`src/rtl/core/hard_sphere_collision_time_unit_assert.svh`:
```
`ifndef HARD_SPHERE_COLLISION_TIME_UNIT_ASSERT_SVH
`define HARD_SPHERE_COLLISION_TIME_UNIT_ASSERT_SVH
// Assertion macros for the hard-sphere collision time unit; expect clk and rst in scope.
`define HSCT_ASSERT_IMP(name, ante, cons) \
  name: assert property (@(posedge clk) disable iff (rst) (ante) |-> (cons)) \
    else $error("hsct: implication check failed");
`define HSCT_ASSERT_NXT(name, ante, cons) \
  name: assert property (@(posedge clk) disable iff (rst) (ante) |=> (cons)) \
    else $error("hsct: next-cycle check failed");
`endif

```
`src/rtl/core/hsct_pkg.sv`:
```
// Shared constants and types of the hard-sphere collision time unit.
package hsct_pkg;
  localparam int TIME_W = 32;
  localparam int SIGMA_W = 31;
  localparam logic [SIGMA_W-1:0] SIGMA_RESET = 31'd655;
  localparam logic [TIME_W-1:0] TIME_POS_LIM = 32'h7FFF_FFFF;
  localparam logic [TIME_W-1:0] TIME_NEG_LIM = 32'h8000_0000;

  typedef struct packed {
    logic full;
    logic empty;
  } q_status_t;
endpackage

```
`src/rtl/core/hsct_queue.sv`:
```
// Short register queue between the front end and the back end.
module hsct_queue #(
  parameter int WIDTH = 205,
  parameter int DEPTH = 4
) (
  input  logic                clk,
  input  logic                rst,
  input  logic                push,
  input  logic [WIDTH-1:0]    wdata,
  input  logic                pop,
  output logic [WIDTH-1:0]    rdata,
  output hsct_pkg::q_status_t status
);
  localparam int AW = (DEPTH > 1) ? $clog2(DEPTH) : 1;
  localparam int CW = $clog2(DEPTH + 1);

  logic [WIDTH-1:0] mem [DEPTH];
  logic [AW-1:0]    wr_ptr;
  logic [AW-1:0]    rd_ptr;
  logic [CW-1:0]    count;

  assign status.full  = (count == CW'(DEPTH));
  assign status.empty = (count == '0);
  assign rdata        = mem[rd_ptr];

  always_ff @(posedge clk) begin
    if (push) begin
      mem[wr_ptr] <= wdata;
    end
  end

  always_ff @(posedge clk) begin
    if (rst) begin
      wr_ptr <= '0;
      rd_ptr <= '0;
      count  <= '0;
    end else begin
      if (push) begin
        wr_ptr <= (wr_ptr == AW'(DEPTH - 1)) ? '0 : wr_ptr + 1'b1;
      end
      if (pop) begin
        rd_ptr <= (rd_ptr == AW'(DEPTH - 1)) ? '0 : rd_ptr + 1'b1;
      end
      if (push && !pop) begin
        count <= count + 1'b1;
      end else if (pop && !push) begin
        count <= count - 1'b1;
      end
    end
  end
endmodule

```
`config.mk`:
```
export PLATFORM = sky130hd
export DESIGN_NAME = hsct_queue
export DESIGN_NICKNAME = d
export VERILOG_FILES = /design/src/rtl/core/hard_sphere_collision_time_unit_assert.svh /design/src/rtl/core/hsct_pkg.sv /design/src/rtl/core/hsct_queue.sv
export SDC_FILE = /design/constraint.sdc
export NUM_CORES = 1
export LEC_CHECK = 0
export BUFFER_PORTS_ARGS = -buffer_cell sky130_fd_sc_hd__buf_4
export CAP_MARGIN = 20
export CORE_UTILIZATION = 44
export CTS_BUF_LIST = sky130_fd_sc_hd__clkbuf_4 sky130_fd_sc_hd__clkbuf_8 sky130_fd_sc_hd__clkbuf_16
export DETAILED_ROUTE_END_ITERATION = 12
export PLACE_DENSITY = 0.75
export SLEW_MARGIN = 15
export SYNTH_ARGS = -nofsm -noshare
export SYNTH_HDL_FRONTEND = slang
export SYNTH_SLANG_ARGS = --single-unit
```
`constraint.sdc`:
```
create_clock -name clk -period 6.1 [get_ports clk]
set_clock_uncertainty 0.1 [all_clocks]
set_input_delay 0.61 -clock clk [delete_from_list [all_inputs] [get_ports clk]]
set_output_delay 0.61 -clock clk [all_outputs]
set_load 0.01 [all_outputs]
```
==> summary.md <==
| Metric | Value |
|---|---|
| Status | completed |
| Layout cells sized above 1 | 45.99% |
| Worst r2r dst | mem[0][83] |
| Post-CTS Setup Bufs | 0 |
| Worst Reg-to-Reg Cells | 4 |
| Largest net degree at the start of global routing | 119 |
| Clock net sink count | 829 |
| Maximum vdd ir drop | 0.2613 mV |
| WL/cell | 23.41 um |
| Clk_lat worst skew | 0.61 ns |
| Initial antenna violation count | 6 |
| CTS Buffer Depth | 3 |
| Layout area overhead | 23.11% |
| Root buffer cell | clkbuf_16 |
| Starting Density | 44.69% |
| First-pass GRT wire length | 88,690 um |
| Drt via density | 5.303 |
| Mean Syn Cell Area | 27.01 um2 |
| End point of the critical path | rdata[69] |
| Top-level I/O count | 416 |
| Setup Crit Path Kind | reg -> out |
| RSZ-0062 raised after global routing | no |
| Detailed Route Iter0 Violations | 818 |
| CTS clk-pin slew, worst paths | 0.06 ns |
| Antenna Nets Post-Route | 0 |
| CP Data Arrival Time | 2.94 ns |
| Worst Path Max Fanout | 45 |
| CTS H-tree depth | 3 |
| R2r setup slk | 3.45 ns |
| Vias | 13,433 |
| Worst-margin pin slew | 1.001 ns |
| CTS Buf Count | 88 |
| Final Max Slew Viols | 0 |
| P per Cell Area | 349.6 nW/um2 |
| Req. time, crit path | 5.39 ns |
| # rows | 95 |
| Crit. End Element | output port |
| Fin util | 55.02% |
| Port-buffer cells | 415 |
| Yosys cell types | 20 |
| Hpwl dp | 35,260 um |
| Final WL | 59,310 um |
| P_leak | 12.47 nW |
| TritonCTS clock tree | built |
| Core ar. | 67,400 um2 |
| Synthesis Warnings | 0 |
| Die footprint | 69,500 um2 |
| Sequential fraction of the synthesis area | 82.36% |
| Syn_nets | 1,331 |
| Hold Vio Cnt, Final | 0 |
| Most frequent cells in the layout | 820 x edfxtp_1, 422 x buf_4, 180 x mux4_2 |
| Drt drc | 0 |
| Die span in x | 263.6 um |
| Resize count post-CTS | 0 |
| Die Ht | 263.6 um |
| Commonest non-fill, non-tap cell in the layout | edfxtp_1 |
| GR Overflow Total | 0 |
| Final min period | 3.654 ns |
| Fin Hold WS | 0.08402 ns |
| Cell count after synthesis | 1,115 |
| Hold-fix buffers at CTS | 0 |
| Number of global-route vias before repair | 14,439 |
| Fmax | 273.7 MHz |
| GRT Total Usage | 17.05% |
| Max_cap viols | 0 |
| Final worst-path cycle share | 59.90% |
| Final setup TNS | 0 ns |
| Startpoint Class | register |
| Max transition margin | 33.28% |
| RePlAce Congestion | 0.7166 |
| DRT Pass-1 Iters | 4 |
| Hold Path Class | in -> reg |
| Reg2reg start | wr_ptr[0] |
| #FFs+latches synth | 829 |
| Mapped cell area | 30,120 um2 |
| Setup violations, final | 0 |
| Fin nets | 1,804 |
[sequential cells by signal, indices dropped and copies added (netlist names), named ones only]
register and count:
wr_ptr 2, mem 820, rd_ptr 2, count 3
[where the power goes]
part	internal, mW	switching [mW]	total (mW)
Combinational	0.583	0.581	1.16
Sequential	6.54	0.0681	6.61
Clock	3.09	2.10	5.19
[critical path: stages (launching register included)]
cell     delay [ns]
dfxtp_4        0.62
buf_4          0.76
mux4_1         0.67
buf_4          0.17
[per-layer routing]
layer  global-route usage (%)  wire (um)  vias to the layer above
met5                        0         42                        -
met4                    5.232       1414                        6
met3                    5.781       4617                       99
met2                    28.77      30500                      423
met1                    20.70      22740                     7073
li1                         -          -                     5832
[cells by family (layout without fill, tap and decap cells)]
family / after synthesis / in the layout / synth area share (%)
xor+xnor: 2 / 2 / 0.05817
fa+ha+maj: 7 / 7 / 0.3157
simple gates: 15 / 15 / 0.2576
mux: 209 / 209 / 15.77
flops: 829 / 829 / 82.36
other cells: 0 / 3 / 0
compound gates: 3 / 3 / 0.04984
buf+inv: 50 / 592 / 1.188
[synthesized netlist by cell type]
cell,n,area share (%)
mux4_1,25,2.2
mux4_2,180,13
and2_1,4,0.083
dfxtp_1,9,0.60
nor3b_1,2,0.050
nor2_1,7,0.087
xor2_1,2,0.058
buf_8,2,0.10
a21oi_1,2,0.033
mux2i_1,4,0.13
clkbuf_1,6,0.075
or3_1,1,0.021
ha_1,6,0.25
inv_1,4,0.050
buf_6,16,0.60
nor3_1,1,0.017
buf_2,22,0.37
fa_1,1,0.066
o21ai_0,1,0.017
edfxtp_1,820,82
[how the worst min path moves through the flow]
stage / depth (start not counted) / startpoint / slack (ns) / endpoint
4_1_cts: 1 / wdata[7] / 0.03 / mem[1][7]
2_1_floorplan: 2 / count[2] / 0.36 / count[2]
3_3_place_gp: 2 / count[2] / 0.38 / count[2]
6_report: 1 / wdata[60] / 0.08 / mem[3][60]
5_1_grt: 1 / wdata[104] / 0.04 / mem[0][104]
3_5_place_dp: 2 / count[2] / 0.40 / count[2]
[cell type report]
| type | instances | area [um2] |
|---|---|---|
| Clock buffer | 119 | 2484 |
| Clock inverter | 40 | 394.1 |
| Inverter | 4 | 15.01 |
| Tap cell | 873 | 1092 |
| Fill cell | 4949 | 30320 |
| Antenna cell | 3 | 7.507 |
| Sequential cell | 829 | 24810 |
| Multi-Input combinational cell | 236 | 4966 |
| Timing Repair Buffer | 429 | 3308 |
[through the flow]
step | cell area (um2) | total power, mW | worst slack (ns) | std cells
finish | 37080 | 12.96 | 2.446 | 2533
global route | 37080 | 13.38 | 2.217 | 2532
CTS | 37070 | 13.12 | 2.320 | 2530
detailed placement | 34190 | 7.913 | 3.034 | 2371
global placement | 34190 | 7.873 | 3.060 | 2371
floorplan | 30120 | 7.335 | 0.1510 | 1115
Note: power is estimated with default switching activity, not from simulation.
